**src/spmd_pkg.sv**
```systemverilog
// ----------------------------------------------------------------------------
// spmd_pkg
// Shared widths, codes, reset values and bundle types for the signal pending
// mask dispatch block.
// ----------------------------------------------------------------------------
package spmd_pkg;

   localparam int SIG_MAX          = 31;
   localparam int NUM_SIGNALS_DEF  = 31;

   localparam int OP_W     = 2;
   localparam int SIG_W    = 5;
   localparam int CODE_W   = 8;
   localparam int EXTRA_W  = 32;
   localparam int HOW_W    = 2;
   localparam int SET_W    = 31;
   localparam int KIND_W   = 2;
   localparam int FLAG_W   = 2;
   localparam int OUTC_W   = 3;

   localparam int CSR_AW   = 4;
   localparam int CSR_DW   = 32;
   localparam int REG_IDX_W = 2;

   localparam logic [OP_W-1:0] OP_POST   = 2'd0;
   localparam logic [OP_W-1:0] OP_CHECK  = 2'd1;
   localparam logic [OP_W-1:0] OP_MASK   = 2'd2;
   localparam logic [OP_W-1:0] OP_ACTION = 2'd3;

   localparam logic [HOW_W-1:0] HOW_SET     = 2'd0;
   localparam logic [HOW_W-1:0] HOW_BLOCK   = 2'd1;
   localparam logic [HOW_W-1:0] HOW_UNBLOCK = 2'd2;

   localparam logic [KIND_W-1:0] KIND_DEFAULT = 2'd0;
   localparam logic [KIND_W-1:0] KIND_IGNORE  = 2'd1;

   localparam int FLAG_RESET_BIT   = 0;
   localparam int FLAG_NODEFER_BIT = 1;

   localparam logic [OUTC_W-1:0] OUTC_DONE    = 3'd0;
   localparam logic [OUTC_W-1:0] OUTC_NONE    = 3'd1;
   localparam logic [OUTC_W-1:0] OUTC_IGNORED = 3'd2;
   localparam logic [OUTC_W-1:0] OUTC_STOP    = 3'd3;
   localparam logic [OUTC_W-1:0] OUTC_TERM    = 3'd4;
   localparam logic [OUTC_W-1:0] OUTC_DISCARD = 3'd5;
   localparam logic [OUTC_W-1:0] OUTC_HANDLER = 3'd6;

   localparam logic [REG_IDX_W-1:0] REG_TERM = 2'd0;
   localparam logic [REG_IDX_W-1:0] REG_STOP = 2'd1;
   localparam logic [REG_IDX_W-1:0] REG_CONT = 2'd2;

   localparam logic [SET_W-1:0] TERM_RESET = 31'h0000_55FF;
   localparam logic [SET_W-1:0] STOP_RESET = 31'h003C_0000;
   localparam logic [SIG_W-1:0] CONT_RESET = 5'd18;

   typedef struct packed {
      logic exec;
   } spmd_cmd_type;

   typedef struct packed {
      logic [SET_W-1:0] term_set;
      logic [SET_W-1:0] stop_set;
      logic [SIG_W-1:0] cont_signal;
   } spmd_cfg_type;

   typedef struct packed {
      logic [OP_W-1:0]    op;
      logic [SIG_W-1:0]   signal;
      logic [CODE_W-1:0]  info_code;
      logic [EXTRA_W-1:0] extra_info;
      logic [HOW_W-1:0]   how;
      logic [SET_W-1:0]   mask_value;
      logic [KIND_W-1:0]  handler_kind;
      logic               reset_on_delivery;
      logic               no_defer;
      logic [SET_W-1:0]   handler_mask;
   } spmd_req_type;

   typedef struct packed {
      logic [OUTC_W-1:0]  outcome;
      logic [SIG_W-1:0]   chosen_signal;
      logic [CODE_W-1:0]  chosen_code;
      logic [EXTRA_W-1:0] chosen_extra;
      logic               wake_task;
      logic [SET_W-1:0]   previous_mask;
      logic               error;
   } spmd_rsp_type;

endpackage

```
**src/spmd_req_if.sv**
```systemverilog
// ----------------------------------------------------------------------------
// spmd_req_if
// Request channel of the signal unit: valid, ready and one item's fields.
// ----------------------------------------------------------------------------
interface spmd_req_if;
   import spmd_pkg::*;

   logic               valid;
   logic               ready;
   logic [OP_W-1:0]    op;
   logic [SIG_W-1:0]   signal;
   logic [CODE_W-1:0]  info_code;
   logic [EXTRA_W-1:0] extra_info;
   logic [HOW_W-1:0]   how;
   logic [SET_W-1:0]   mask_value;
   logic [KIND_W-1:0]  handler_kind;
   logic               reset_on_delivery;
   logic               no_defer;
   logic [SET_W-1:0]   handler_mask;

   modport source (
      output valid, op, signal, info_code, extra_info, how, mask_value,
             handler_kind, reset_on_delivery, no_defer, handler_mask,
      input  ready
   );

   modport sink (
      input  valid, op, signal, info_code, extra_info, how, mask_value,
             handler_kind, reset_on_delivery, no_defer, handler_mask,
      output ready
   );
endinterface

```
**src/spmd_rsp_if.sv**
```systemverilog
// ----------------------------------------------------------------------------
// spmd_rsp_if
// Response channel of the signal unit: valid, ready and one result's fields.
// ----------------------------------------------------------------------------
interface spmd_rsp_if;
   import spmd_pkg::*;

   logic               valid;
   logic               ready;
   logic [OUTC_W-1:0]  outcome;
   logic [SIG_W-1:0]   chosen_signal;
   logic [CODE_W-1:0]  chosen_code;
   logic [EXTRA_W-1:0] chosen_extra;
   logic               wake_task;
   logic [SET_W-1:0]   previous_mask;
   logic               error;

   modport source (
      output valid, outcome, chosen_signal, chosen_code, chosen_extra,
             wake_task, previous_mask, error,
      input  ready
   );

   modport sink (
      input  valid, outcome, chosen_signal, chosen_code, chosen_extra,
             wake_task, previous_mask, error,
      output ready
   );
endinterface

```
**src/spmd_csr.sv**
```systemverilog
// ----------------------------------------------------------------------------
// spmd_csr
// APB-style register file holding the default-action sets and the continue
// signal number.
// ----------------------------------------------------------------------------
module spmd_csr (
   input  logic                          clock,
   input  logic                          reset,
   input  logic                          csr_psel,
   input  logic                          csr_penable,
   input  logic                          csr_pwrite,
   input  logic [spmd_pkg::CSR_AW-1:0]   csr_paddr,
   input  logic [spmd_pkg::CSR_DW-1:0]   csr_pwdata,
   output logic [spmd_pkg::CSR_DW-1:0]   csr_prdata,
   output logic                          csr_pready,
   output spmd_pkg::spmd_cfg_type        cfg
);
   import spmd_pkg::*;

   logic [SET_W-1:0]     term_ff;
   logic [SET_W-1:0]     stop_ff;
   logic [SIG_W-1:0]     cont_ff;
   logic                 wr_en;
   logic [REG_IDX_W-1:0] reg_idx;

   assign csr_pready = 1'b1;
   assign wr_en      = csr_psel && csr_penable && csr_pwrite;
   assign reg_idx    = csr_paddr[CSR_AW-1:2];

   always_ff @(posedge clock) begin
      if (reset) begin
         term_ff <= TERM_RESET;
         stop_ff <= STOP_RESET;
         cont_ff <= CONT_RESET;
      end else if (wr_en) begin
         case (reg_idx)
            REG_TERM: term_ff <= csr_pwdata[SET_W-1:0];
            REG_STOP: stop_ff <= csr_pwdata[SET_W-1:0];
            REG_CONT: cont_ff <= csr_pwdata[SIG_W-1:0];
            default: ;
         endcase
      end
   end

   always_comb begin
      case (reg_idx)
         REG_TERM: csr_prdata = CSR_DW'(term_ff);
         REG_STOP: csr_prdata = CSR_DW'(stop_ff);
         REG_CONT: csr_prdata = CSR_DW'(cont_ff);
         default:  csr_prdata = '0;
      endcase
   end

   assign cfg.term_set    = term_ff;
   assign cfg.stop_set    = stop_ff;
   assign cfg.cont_signal = cont_ff;
endmodule

```
**src/spmd_ctrl.sv**
```systemverilog
// ----------------------------------------------------------------------------
// spmd_ctrl
// Handshake controller: tracks whether the result register holds a transfer
// and commands the datapath to execute each accepted item.
// ----------------------------------------------------------------------------
module spmd_ctrl (
   input  logic                   clock,
   input  logic                   reset,
   input  logic                   req_valid,
   output logic                   req_ready,
   output logic                   rsp_valid,
   input  logic                   rsp_ready,
   output spmd_pkg::spmd_cmd_type cmd
);
   import spmd_pkg::*;

   localparam logic [0:0] ST_EMPTY = 1'b0;
   localparam logic [0:0] ST_FULL  = 1'b1;

   logic [0:0] state_ff;
   logic [0:0] state_in;

   assign rsp_valid = (state_ff == ST_FULL);
   assign req_ready = (state_ff == ST_EMPTY) || rsp_ready;
   assign cmd.exec  = req_valid && req_ready;

   always_comb begin
      state_in = state_ff;
      case (state_ff)
         ST_EMPTY: begin
            if (cmd.exec) state_in = ST_FULL;
         end
         ST_FULL: begin
            if (!cmd.exec && rsp_ready) state_in = ST_EMPTY;
         end
         default: state_in = ST_EMPTY;
      endcase
   end

   always_ff @(posedge clock) begin
      if (reset) begin
         state_ff <= ST_EMPTY;
      end else begin
         state_ff <= state_in;
      end
   end
endmodule

```
**src/spmd_dp.sv**
```systemverilog
// ----------------------------------------------------------------------------
// spmd_dp
// Signal state datapath: pending and blocked sets, per-signal action and
// origin tables, priority pick and the registered result.
// ----------------------------------------------------------------------------
module spmd_dp #(
   parameter int NUM_SIGNALS = spmd_pkg::NUM_SIGNALS_DEF
) (
   input  logic                   clock,
   input  logic                   reset,
   input  spmd_pkg::spmd_cmd_type cmd,
   input  spmd_pkg::spmd_cfg_type cfg,
   input  spmd_pkg::spmd_req_type req,
   output spmd_pkg::spmd_rsp_type rsp
);
   import spmd_pkg::*;

   localparam int NumSig = (NUM_SIGNALS < SIG_MAX) ? NUM_SIGNALS : SIG_MAX;
   localparam int IdxW   = $clog2(NumSig);

   typedef logic [NumSig-1:0] set_type;

   set_type            pending_ff, pending_in;
   set_type            blocked_ff, blocked_in;
   logic               stopped_ff, stopped_in;
   logic [KIND_W-1:0]  kind_ff  [NumSig];
   logic [KIND_W-1:0]  kind_in  [NumSig];
   logic [FLAG_W-1:0]  flag_ff  [NumSig];
   logic [FLAG_W-1:0]  flag_in  [NumSig];
   set_type            amask_ff [NumSig];
   set_type            amask_in [NumSig];
   logic [CODE_W-1:0]  code_ff  [NumSig];
   logic [EXTRA_W-1:0] extra_ff [NumSig];
   spmd_rsp_type       rsp_ff, rsp_in;

   logic               store_we;
   logic               sig_ok;
   logic               is_cont;
   logic [IdxW-1:0]    post_idx;
   logic [IdxW-1:0]    pick_idx;
   set_type            post_bit;
   set_type            ready_set;
   set_type            pick_bit;
   set_type            stop_set;
   set_type            term_set;
   set_type            mval;
   set_type            hmask;
   logic [KIND_W-1:0]  pick_kind;
   logic [FLAG_W-1:0]  pick_flag;

   assign sig_ok    = (req.signal != '0) && ({1'b0, req.signal} <= 6'(NumSig));
   assign is_cont   = (req.signal == cfg.cont_signal);
   assign post_idx  = IdxW'(req.signal - SIG_W'(1));
   assign post_bit  = set_type'(1) << post_idx;
   assign stop_set  = cfg.stop_set[NumSig-1:0];
   assign term_set  = cfg.term_set[NumSig-1:0];
   assign mval      = req.mask_value[NumSig-1:0];
   assign hmask     = req.handler_mask[NumSig-1:0];
   assign ready_set = pending_ff & ~blocked_ff;
   assign pick_bit  = ready_set & (~ready_set + set_type'(1));
   assign pick_kind = kind_ff[pick_idx];
   assign pick_flag = flag_ff[pick_idx];

   always_comb begin
      pick_idx = '0;
      for (int i = NumSig - 1; i >= 0; i--) begin
         if (ready_set[i]) pick_idx = IdxW'(i);
      end
   end

   always_comb begin
      pending_in = pending_ff;
      blocked_in = blocked_ff;
      stopped_in = stopped_ff;
      kind_in    = kind_ff;
      flag_in    = flag_ff;
      amask_in   = amask_ff;
      rsp_in     = rsp_ff;
      store_we   = 1'b0;
      if (cmd.exec) begin
         rsp_in               = '0;
         rsp_in.previous_mask = SET_W'(blocked_ff);
         case (req.op)
            OP_POST: begin
               if (!sig_ok) begin
                  rsp_in.error = 1'b1;
               end else begin
                  store_we = 1'b1;
                  if (is_cont) begin
                     pending_in = (pending_ff & ~stop_set) | post_bit;
                     stopped_in = 1'b0;
                     rsp_in.wake_task = stopped_ff;
                  end else begin
                     pending_in = pending_ff | post_bit;
                  end
               end
            end
            OP_CHECK: begin
               if (ready_set == '0) begin
                  rsp_in.outcome = OUTC_NONE;
               end else begin
                  pending_in           = pending_ff & ~pick_bit;
                  rsp_in.chosen_signal = SIG_W'(pick_idx) + SIG_W'(1);
                  rsp_in.chosen_code   = code_ff[pick_idx];
                  rsp_in.chosen_extra  = extra_ff[pick_idx];
                  case (pick_kind)
                     KIND_IGNORE: rsp_in.outcome = OUTC_IGNORED;
                     KIND_DEFAULT: begin
                        if ((pick_bit & stop_set) != '0) begin
                           stopped_in     = 1'b1;
                           rsp_in.outcome = OUTC_STOP;
                        end else if ((pick_bit & term_set) != '0) begin
                           rsp_in.outcome = OUTC_TERM;
                        end else begin
                           rsp_in.outcome = OUTC_DISCARD;
                        end
                     end
                     default: begin
                        rsp_in.outcome = OUTC_HANDLER;
                        blocked_in = blocked_ff | amask_ff[pick_idx]
                                   | (pick_flag[FLAG_NODEFER_BIT] ? '0 : pick_bit);
                        if (pick_flag[FLAG_RESET_BIT]) begin
                           kind_in[pick_idx]  = KIND_DEFAULT;
                           flag_in[pick_idx]  = '0;
                           amask_in[pick_idx] = '0;
                        end
                     end
                  endcase
               end
            end
            OP_MASK: begin
               case (req.how)
                  HOW_SET:     blocked_in = mval;
                  HOW_BLOCK:   blocked_in = blocked_ff | mval;
                  HOW_UNBLOCK: blocked_in = blocked_ff & ~mval;
                  default:     rsp_in.error = 1'b1;
               endcase
            end
            OP_ACTION: begin
               if (!sig_ok) begin
                  rsp_in.error = 1'b1;
               end else begin
                  kind_in[post_idx]  = req.handler_kind;
                  flag_in[post_idx]  = {req.no_defer, req.reset_on_delivery};
                  amask_in[post_idx] = hmask;
               end
            end
            default: ;
         endcase
      end
   end

   always_ff @(posedge clock) begin
      if (reset) begin
         pending_ff <= '0;
         blocked_ff <= '0;
         stopped_ff <= 1'b0;
         kind_ff    <= '{default: '0};
         flag_ff    <= '{default: '0};
         amask_ff   <= '{default: '0};
      end else begin
         pending_ff <= pending_in;
         blocked_ff <= blocked_in;
         stopped_ff <= stopped_in;
         kind_ff    <= kind_in;
         flag_ff    <= flag_in;
         amask_ff   <= amask_in;
      end
   end

   always_ff @(posedge clock) begin
      rsp_ff <= rsp_in;
      if (store_we) begin
         code_ff[post_idx]  <= req.info_code;
         extra_ff[post_idx] <= req.extra_info;
      end
   end

   assign rsp = rsp_ff;
endmodule

```
**src/signal_pending_mask_dispatch.sv**
```systemverilog
// ----------------------------------------------------------------------------
// signal_pending_mask_dispatch
// Per-task signal unit: posts, dispatch checks, mask changes and action writes.
// ----------------------------------------------------------------------------
// Latency: a result is valid in the cycle after its request transfer.
// Throughput: one item per cycle while results are taken; the signal state is
// updated per transfer; the result register refills in the cycle it is taken.
// Reset clears the pending and blocked sets, the stopped flag and the action
// tables, and restores the register defaults; stored origin data is undefined
// until a signal is posted.
module signal_pending_mask_dispatch #(
   parameter int NUM_SIGNALS = spmd_pkg::NUM_SIGNALS_DEF
) (
   input  logic                          clock,
   input  logic                          reset,
   spmd_req_if.sink                      req_ch,
   spmd_rsp_if.source                    rsp_ch,
   input  logic                          csr_psel,
   input  logic                          csr_penable,
   input  logic                          csr_pwrite,
   input  logic [spmd_pkg::CSR_AW-1:0]   csr_paddr,
   input  logic [spmd_pkg::CSR_DW-1:0]   csr_pwdata,
   output logic [spmd_pkg::CSR_DW-1:0]   csr_prdata,
   output logic                          csr_pready
);
   import spmd_pkg::*;

   spmd_cmd_type cmd;
   spmd_cfg_type cfg;
   spmd_req_type req;
   spmd_rsp_type rsp;

   assign req.op                = req_ch.op;
   assign req.signal            = req_ch.signal;
   assign req.info_code         = req_ch.info_code;
   assign req.extra_info        = req_ch.extra_info;
   assign req.how               = req_ch.how;
   assign req.mask_value        = req_ch.mask_value;
   assign req.handler_kind      = req_ch.handler_kind;
   assign req.reset_on_delivery = req_ch.reset_on_delivery;
   assign req.no_defer          = req_ch.no_defer;
   assign req.handler_mask      = req_ch.handler_mask;

   assign rsp_ch.outcome       = rsp.outcome;
   assign rsp_ch.chosen_signal = rsp.chosen_signal;
   assign rsp_ch.chosen_code   = rsp.chosen_code;
   assign rsp_ch.chosen_extra  = rsp.chosen_extra;
   assign rsp_ch.wake_task     = rsp.wake_task;
   assign rsp_ch.previous_mask = rsp.previous_mask;
   assign rsp_ch.error         = rsp.error;

   spmd_csr u_csr (
      .clock       (clock),
      .reset       (reset),
      .csr_psel    (csr_psel),
      .csr_penable (csr_penable),
      .csr_pwrite  (csr_pwrite),
      .csr_paddr   (csr_paddr),
      .csr_pwdata  (csr_pwdata),
      .csr_prdata  (csr_prdata),
      .csr_pready  (csr_pready),
      .cfg         (cfg)
   );

   spmd_ctrl u_ctrl (
      .clock     (clock),
      .reset     (reset),
      .req_valid (req_ch.valid),
      .req_ready (req_ch.ready),
      .rsp_valid (rsp_ch.valid),
      .rsp_ready (rsp_ch.ready),
      .cmd       (cmd)
   );

   spmd_dp #(
      .NUM_SIGNALS (NUM_SIGNALS)
   ) u_dp (
      .clock (clock),
      .reset (reset),
      .cmd   (cmd),
      .cfg   (cfg),
      .req   (req),
      .rsp   (rsp)
   );
endmodule

```
**src/flat_wrapper.sv**
```systemverilog
// flat-port wrapper written by rule: the top's interface ports become plain ports
module signal_pending_mask_dispatch_flat import spmd_pkg::*;
#(
   parameter int NUM_SIGNALS = spmd_pkg::NUM_SIGNALS_DEF
)
  (clock, reset, csr_psel, csr_penable, csr_pwrite, csr_paddr, csr_pwdata, csr_prdata, csr_pready, req_ch_valid, req_ch_op, req_ch_signal, req_ch_info_code, req_ch_extra_info, req_ch_how, req_ch_mask_value, req_ch_handler_kind, req_ch_reset_on_delivery, req_ch_no_defer, req_ch_handler_mask, req_ch_ready, rsp_ch_valid, rsp_ch_outcome, rsp_ch_chosen_signal, rsp_ch_chosen_code, rsp_ch_chosen_extra, rsp_ch_wake_task, rsp_ch_previous_mask, rsp_ch_error, rsp_ch_ready);
  spmd_req_if req_ch_i ();
  spmd_rsp_if rsp_ch_i ();
  input  logic clock;
  input  logic reset;
  input  logic csr_psel;
  input  logic csr_penable;
  input  logic csr_pwrite;
  input  logic [spmd_pkg::CSR_AW-1:0] csr_paddr;
  input  logic [spmd_pkg::CSR_DW-1:0] csr_pwdata;
  output logic [spmd_pkg::CSR_DW-1:0] csr_prdata;
  output logic csr_pready;
  input wire logic [$bits(req_ch_i.valid)-1:0] req_ch_valid;
  input wire logic [$bits(req_ch_i.op)-1:0] req_ch_op;
  input wire logic [$bits(req_ch_i.signal)-1:0] req_ch_signal;
  input wire logic [$bits(req_ch_i.info_code)-1:0] req_ch_info_code;
  input wire logic [$bits(req_ch_i.extra_info)-1:0] req_ch_extra_info;
  input wire logic [$bits(req_ch_i.how)-1:0] req_ch_how;
  input wire logic [$bits(req_ch_i.mask_value)-1:0] req_ch_mask_value;
  input wire logic [$bits(req_ch_i.handler_kind)-1:0] req_ch_handler_kind;
  input wire logic [$bits(req_ch_i.reset_on_delivery)-1:0] req_ch_reset_on_delivery;
  input wire logic [$bits(req_ch_i.no_defer)-1:0] req_ch_no_defer;
  input wire logic [$bits(req_ch_i.handler_mask)-1:0] req_ch_handler_mask;
  output wire logic [$bits(req_ch_i.ready)-1:0] req_ch_ready;
  output wire logic [$bits(rsp_ch_i.valid)-1:0] rsp_ch_valid;
  output wire logic [$bits(rsp_ch_i.outcome)-1:0] rsp_ch_outcome;
  output wire logic [$bits(rsp_ch_i.chosen_signal)-1:0] rsp_ch_chosen_signal;
  output wire logic [$bits(rsp_ch_i.chosen_code)-1:0] rsp_ch_chosen_code;
  output wire logic [$bits(rsp_ch_i.chosen_extra)-1:0] rsp_ch_chosen_extra;
  output wire logic [$bits(rsp_ch_i.wake_task)-1:0] rsp_ch_wake_task;
  output wire logic [$bits(rsp_ch_i.previous_mask)-1:0] rsp_ch_previous_mask;
  output wire logic [$bits(rsp_ch_i.error)-1:0] rsp_ch_error;
  input wire logic [$bits(rsp_ch_i.ready)-1:0] rsp_ch_ready;
  assign req_ch_i.valid = req_ch_valid;
  assign req_ch_i.op = req_ch_op;
  assign req_ch_i.signal = req_ch_signal;
  assign req_ch_i.info_code = req_ch_info_code;
  assign req_ch_i.extra_info = req_ch_extra_info;
  assign req_ch_i.how = req_ch_how;
  assign req_ch_i.mask_value = req_ch_mask_value;
  assign req_ch_i.handler_kind = req_ch_handler_kind;
  assign req_ch_i.reset_on_delivery = req_ch_reset_on_delivery;
  assign req_ch_i.no_defer = req_ch_no_defer;
  assign req_ch_i.handler_mask = req_ch_handler_mask;
  assign req_ch_ready = req_ch_i.ready;
  assign rsp_ch_valid = rsp_ch_i.valid;
  assign rsp_ch_outcome = rsp_ch_i.outcome;
  assign rsp_ch_chosen_signal = rsp_ch_i.chosen_signal;
  assign rsp_ch_chosen_code = rsp_ch_i.chosen_code;
  assign rsp_ch_chosen_extra = rsp_ch_i.chosen_extra;
  assign rsp_ch_wake_task = rsp_ch_i.wake_task;
  assign rsp_ch_previous_mask = rsp_ch_i.previous_mask;
  assign rsp_ch_error = rsp_ch_i.error;
  assign rsp_ch_i.ready = rsp_ch_ready;
  signal_pending_mask_dispatch #(.NUM_SIGNALS(NUM_SIGNALS)) u_core (.clock(clock), .reset(reset), .req_ch(req_ch_i), .rsp_ch(rsp_ch_i), .csr_psel(csr_psel), .csr_penable(csr_penable), .csr_pwrite(csr_pwrite), .csr_paddr(csr_paddr), .csr_pwdata(csr_pwdata), .csr_prdata(csr_prdata), .csr_pready(csr_pready));
endmodule
```
**config.mk**
```make
export PLATFORM = sky130hd
export DESIGN_NAME = signal_pending_mask_dispatch_flat
export DESIGN_NICKNAME = d
export VERILOG_FILES = /design/src/spmd_pkg.sv /design/src/spmd_req_if.sv /design/src/spmd_rsp_if.sv /design/src/spmd_csr.sv /design/src/spmd_ctrl.sv /design/src/spmd_dp.sv /design/src/signal_pending_mask_dispatch.sv /design/src/flat_wrapper.sv
export SDC_FILE = /design/constraint.sdc
export NUM_CORES = 2
export LEC_CHECK = 0
export BUFFER_PORTS_ARGS = -buffer_cell sky130_fd_sc_hd__buf_2
export CAP_MARGIN = 20
export CELL_PAD_IN_SITES_DETAIL_PLACEMENT = 0
export CELL_PAD_IN_SITES_GLOBAL_PLACEMENT = 1
export CORE_ASPECT_RATIO = 0.75
export CORE_MARGIN = 8
export CORE_UTILIZATION = 30
export DETAILED_ROUTE_END_ITERATION = 8
export GPL_ROUTABILITY_DRIVEN = 0
export HOLD_SLACK_MARGIN = 0.03
export PLACE_DENSITY = 0.59
export SLEW_MARGIN = 5
export SYNTH_ARGS = -nofsm -noshare
export SYNTH_HDL_FRONTEND = slang
export SYNTH_SLANG_ARGS = --single-unit
```
**constraint.sdc**
```tcl
create_clock -name clock -period 7 [get_ports clock]
set_input_delay 0.7 -clock clock [delete_from_list [all_inputs] [get_ports clock]]
set_output_delay 0.7 -clock clock [all_outputs]
set_load 0.03 [all_outputs]
```
# Word-level counts from Yosys, hierarchy flattened
# Memory sizes are Yosys's and may differ from the RTL's. A register that Yosys moved wholly into a read port is not among the register bits.
# Index checks and enable logic that the tools add are counted.
# word_totals
register_bits,1257
ram_bits,1240
inputBits,158
output_inout_bits,116
elab_cells,288
mem_count,2
# op_classes
n_addsub,3
n_lt_le_gt_ge,4
n_eq_ne,18
n_shift,1
muxes,97
n_bitwise,26
reduce_logical,31
# memory_table
memory,words,width,read_ports,rd_clocked_by_memory_dff,write_ports,line,source
u_core.u_dp.extra_ff,31,32,1,1,1,spmd_dp.sv:33,logic [EXTRA_W-1:0] extra_ff [NumSig];
u_core.u_dp.code_ff,31,8,1,1,1,spmd_dp.sv:32,logic [CODE_W-1:0] code_ff [NumSig];
# ops
cell,count
$mux W961,4
$pmux W961 S2,1
$and A961 B961 Y961,1
$bwmux W961,1
$not A961 Y961,1
$mux W62,8
$demux W31 S5,2
$mux W31,10
$pmux W62 S2,2
$and A31 B31 Y31,7
$pmux W31 S3,2
$bmux W31 S5,1
$mux W5,31
$not A31 Y31,5
$or A31 B31 Y31,5
$and A62 B62 Y62,2
$bwmux W62,2
$pmux W31 S2,2
$not A62 Y62,1
$reduce_bool A31 Y1,2
$add A31 B1 Y31 const B,1
$logic_not A31 Y1,1
$shl A1 B5 Y31 const A,1
$bmux W2 S5,2
other kinds (32),85

# Longest topological paths before layout
# depth
depth_word,44
depth_mapped,20
ltp_nobuf,12

# Modules after synthesis
# A second synthesis with hierarchy kept.
# unflattened
hier_cells,10270
area_unflattened_um2,102699.7
# by_module_without_submodules
mod,instances,cells_per_inst,area_per_inst_um2,seq_area_each_um2
spmd_dp,1,9912,99317.8,62650.1
spmd_csr,1,353,3326.9,1341.3
spmd_ctrl,1,5,55.1,20.0

# Worst setup path before layout
# Ideal clock, no wire load.
# synth_path
kind,input port to flip-flop
startpoint,input rsp_ch_ready
endpoint,"memory u_core.u_dp.code_ff[3][0], enable pin"
t_arrival_ns,6.192
setup_slack_ns,0.321
cell_stages,6
path_buffers,1
cell_sequence,nand2b_1 -> nand2_1 -> inv_1 -> nand3_1 -> clkbuf_1 -> nor3_1
# synth_between
elab_chain_len,5
# synth_rtl
element,line,source
from (decl),flat_wrapper.sv:38,input wire logic [$bits(rsp_ch_i.ready)-1:0] rsp_ch_ready;
$logic_or A1 B1 Y1,spmd_ctrl.sv:24,assign req_ready = (state_ff == ST_EMPTY) || rsp_ready;
$logic_and A1 B1 Y1,spmd_ctrl.sv:25,assign cmd.exec = req_valid && req_ready;
named net u_core.cmd,signal_pending_mask_dispatch.sv:28,spmd_cmd_type cmd;
$mux W1,spmd_dp.sv:80,if (cmd.exec) begin
$mux W1,spmd_dp.sv:173,if (store_we) begin
$mux W1 (implied by the code),spmd_dp.sv:174,code_ff[post_idx] <= req.info_code;
to (decl),spmd_dp.sv:32,
# The timed path passes the listed nets, and every way through them passes these cells.

# Worst setup path in the final report
# layout_path
startpoint,register u_core.u_dp.blocked_ff[1]
endpoint,register u_core.u_dp.amask_ff[2] (netlist name)
# layout_between
elab_chain_len,15
word_cells_on_any_way,30
classes_between,2 x order compare; 4 x eq/ne; 14 x mux; 5 x bitwise; 5 x reduce/logical
# layout_rtl
element,line,source
from (decl),spmd_dp.sv:24,"set_type blocked_ff, blocked_in;"
from (signal assigned),spmd_dp.sv:163,blocked_ff <= blocked_in;
$not A31 Y31 *,spmd_dp.sv:59,assign ready_set = pending_ff & ~blocked_ff;
$and A31 B31 Y31 *,spmd_dp.sv:59,
$mux W5 (2 in a row),spmd_dp.sv:67,if (ready_set[i]) pick_idx = IdxW'(i);
$not A5 Y6 (implied by the code),"spmd_dp.sv:61, spmd_dp.sv:62, spmd_dp.sv:125",
$ge A6 B6 Y1 (implied by the code) / $lt A6 B1 Y1 (equally long branches),spmd_dp.sv:125,amask_in[pick_idx] = '0;
$logic_and A1 B1 Y1 (implied by the code),spmd_dp.sv:125,
$mux W31 (implied by the code),spmd_dp.sv:125,
$demux W31 S5,spmd_dp.sv:125,
$not A961 Y961 (no line),n/a,
$and A961 B961 Y961 (no line),n/a,
$mux W961,spmd_dp.sv:122,if (pick_flag[FLAG_RESET_BIT]) begin
$mux W961,spmd_dp.sv:106,case (pick_kind)
$mux W961,spmd_dp.sv:99,if (ready_set == '0) begin
$pmux W961 S2,spmd_dp.sv:83,case (req.op)
to (signal assigned),spmd_dp.sv:167,amask_ff <= amask_in;
to (decl),spmd_dp.sv:30,set_type amask_ff [NumSig];
# Mark *: on every way between the ends. The rest lies on a longest branch, timed or not. The select of a mux whose other input is x is not followed.
# A chain may end at the register's enable or synchronous reset.

==> impl_metrics.tcl <==
set metrics [dict create \
    grt_pass1_vias 70000 \
    fmax_mhz 165 \
    grt_max_degree 125 \
    p_leak_nw 40.7 \
    clkSinkCount 2537 \
    skew_ps 85.6 \
    syn_avg_cell_area_um2 13.4 \
    placed_cells 12100 \
    internal-power_w 0.0244 \
    hpwlAfterDp_um 245000 \
    drv_slew 0 \
    switchingPower_w 0.00773 \
    io_pins 274 \
    h-tree-depth 5 \
    fin_cells 12600 \
    grt_usage 0.216 \
    power.share.clock 0.446 \
    synth_edf_count 1321 \
    r2r_cells 12 \
    nets 8026 \
    remaining_drc_errors 0 \
    firstDrtPassIters 6 \
    setup-tns-final_ps 0 \
    worst_pin_slew_ps 1230 \
    startpoint_type "flip-flop" \
    via_per_inst 5.80 \
    relSlewSlack 0.178 \
    yosysUniqueCellTypes 95 \
    swShare 0.240 \
    drive_gt1_frac 0.208 \
    netlist_instances 7694 \
    clock_latency_ps 880 \
    vias 73100 \
    routedWlPerCell_um 32.5 \
    ir_worst_vdd_v 0.000207 \
    synth_seq_area_share 0.621 \
    min_period_over_period 0.865 \
    root_buffer "clkbuf_16" \
    cap_violations 0 \
    yosys_warnings 0 \
    synth_area_um2 103000 \
    min_path_cells 3 \
    die_y_um 524 \
    numCtsBuffers 271 \
    postRouteAntennaNets 0 \
    yosys_most_used_dff "edfxtp_1" \
    min_period_ps 6060 \
    antenna_found_initial 57 \
    critPathArrivalTime_ps 6770 \
    rows 186 \
    clock_path_buffers 4 \
    holdWs_ps 104 \
    final_cell_mix "edfxtp_1, dfxtp_1, nand2_1" \
    finalHoldViolCount 0 \
    path_class "reg2reg" \
    cts_tree "done" \
    grt_pass1_wl_um 565000 \
    gr-total-overflow 0 \
    async_flop_share 0 \
    coreArea_um2 342000 \
    p_total_w 0.0321 \
    synth_seq_cells 2537 \
    synthToLayoutAreaGrowth_pct 15.8 \
    drt_iter0_drc 9414 \
    hp-class "in2reg" \
    cp.required_ps 7710 \
    setup_viol 0 \
    portBuffers 268 \
    power_density_nw_per_um2 269 \
    die_w_um 693 \
    drt-total-wl_um 410000 \
    postCtsSetupBuffers 0 \
    synth_nets 7865 \
    rsz0062_at_grt "false" \
    crit_fanout 29 \
    p_seq_frac 0.489 \
    power_frac_comb 0.065 \
    die_area_um2 363000 \
    start_util 0.301 \
    final_common_cell "edfxtp_1" \
    clk_pin_slew_ps 60 \
    cp-end-kind "flip-flop" \
    status "finished clean" \
]
[synthesized netlist by cell type (42+ instances only)]
cell type / number / area [um2]
edfxtp_1: 1321 / 39700
a2bb2o_1: 151 / 1510
mux4_2: 343 / 7720
inv_1: 51 / 191
buf_2: 191 / 956
nor2_1: 188 / 706
nand3_1: 385 / 1930
a311oi_1: 42 / 368
clkbuf_1: 319 / 1200
o2bb2ai_1: 447 / 3920
buf_1: 83 / 312
a21oi_1: 310 / 1550
o21ai_0: 95 / 475
o2bb2ai_2: 176 / 2640
nand2_1: 997 / 3740
a32oi_1: 49 / 429
buf_6: 61 / 687
nor3_1: 58 / 290
a22o_1: 328 / 2870
dfxtp_1: 1216 / 24300
buf_4: 55 / 413
a22oi_1: 122 / 916
mux2i_1: 114 / 1140
[final cells by class]
class | count | area (um2)
clock buffer | 355 | 7520
tap | 4512 | 5650
sequential | 2537 | 64000
inverter | 54 | 229
clock inverter | 124 | 1130
fill | 33000 | 223000
timing repair buffer | 600 | 4920
multi-input combinational | 4391 | 35800
antenna | 18 | 45.0
[what timing repair did]
action,4_1_cts,5_1_grt
gates resized for setup,0,0
hold buffers,1,0
setup endpoints to repair,0,0
endpoints found under the hold margin,1,0
[cell families after synthesis]
| kind of cell | count (synthesis) | share of synthesized area |
|---|---|---|
| flops | 2537 | 0.621 |
| compound gates | 2031 | 0.170 |
| simple gates | 1875 | 0.0826 |
| buf+inv | 766 | 0.0370 |
| mux | 464 | 0.0868 |
| fa+ha+maj | 13 | 0.00158 |
| xor+xnor | 6 | 0.000510 |
| other cells | 2 | 0.0000729 |
[worst max-delay path, cell delays in order (launching register included)]
cell and delay [ps]:
dfxtp_1 550, nand2b_1 320, nand4_2 510, nor4_4 450, nand2_2 560, nor2_4 860
a211oi_1 260, a22o_1 340, a31oi_4 500, buf_12 370, nand3_4 560, buf_12 390
o2bb2ai_1 170
[per-stage QoR]
step	instance area (um2)	setup WS, ps	util
floorplan	103000	321	-
global placement	111000	1420	0.323
CTS	119000	1260	0.349
detailed placement	111000	1310	0.323
finish	119000	943	0.349
global route	119000	971	0.349
[worst paths after layout]
check | start | end | slack (ps)
setup / recovery | u_core.u_dp.blocked_ff[1] | u_core.u_dp.amask_ff[2] | 940
hold / removal | req_ch_valid | u_core.u_ctrl.rsp_valid | 100
setup reg to reg | u_core.u_dp.blocked_ff[1] | u_core.u_dp.amask_ff[2] | 940
hold reg to reg | u_core.u_dp.amask_ff[42] | u_core.u_dp.amask_ff[42] | 460
[layer usage]
layer  track usage  part of all wire  wire length [um]
met1         0.305              0.43            177000
met2         0.325              0.44            178000
met3        0.0521             0.097             39900
met4        0.0709             0.036             14600
met5             0           0.00037               152
[power groups by stage]
stage          Sequential [W]  Clock, W  Combinational (W)
2_1_floorplan          0.0161         0            0.00104
3_3_place_gp           0.0160         0            0.00203
3_5_place_dp           0.0160         0            0.00204
4_1_cts                0.0157    0.0145            0.00205
5_1_grt                0.0157    0.0151            0.00215
6_report               0.0157    0.0143            0.00208
[registers in the layout, indices dropped and copies added, names as in the netlist]
register and flops:
u_core.u_dp.blocked_ff 31, u_core.u_csr.term_ff 31, u_core.u_dp.stopped_ff 1, u_core.u_dp.amask_ff 961, u_core.u_csr.stop_ff 31, u_core.u_dp.pending_ff 31
u_core.u_dp.flag_ff 62, u_core.u_dp.code_ff 248, u_core.u_csr.cont_ff 5, u_core.u_ctrl.rsp_valid 1, u_core.u_dp.kind_ff 62, u_core.u_dp.rsp 81
u_core.u_dp.extra_ff 992
Note: power is estimated with default switching activity, not from simulation.
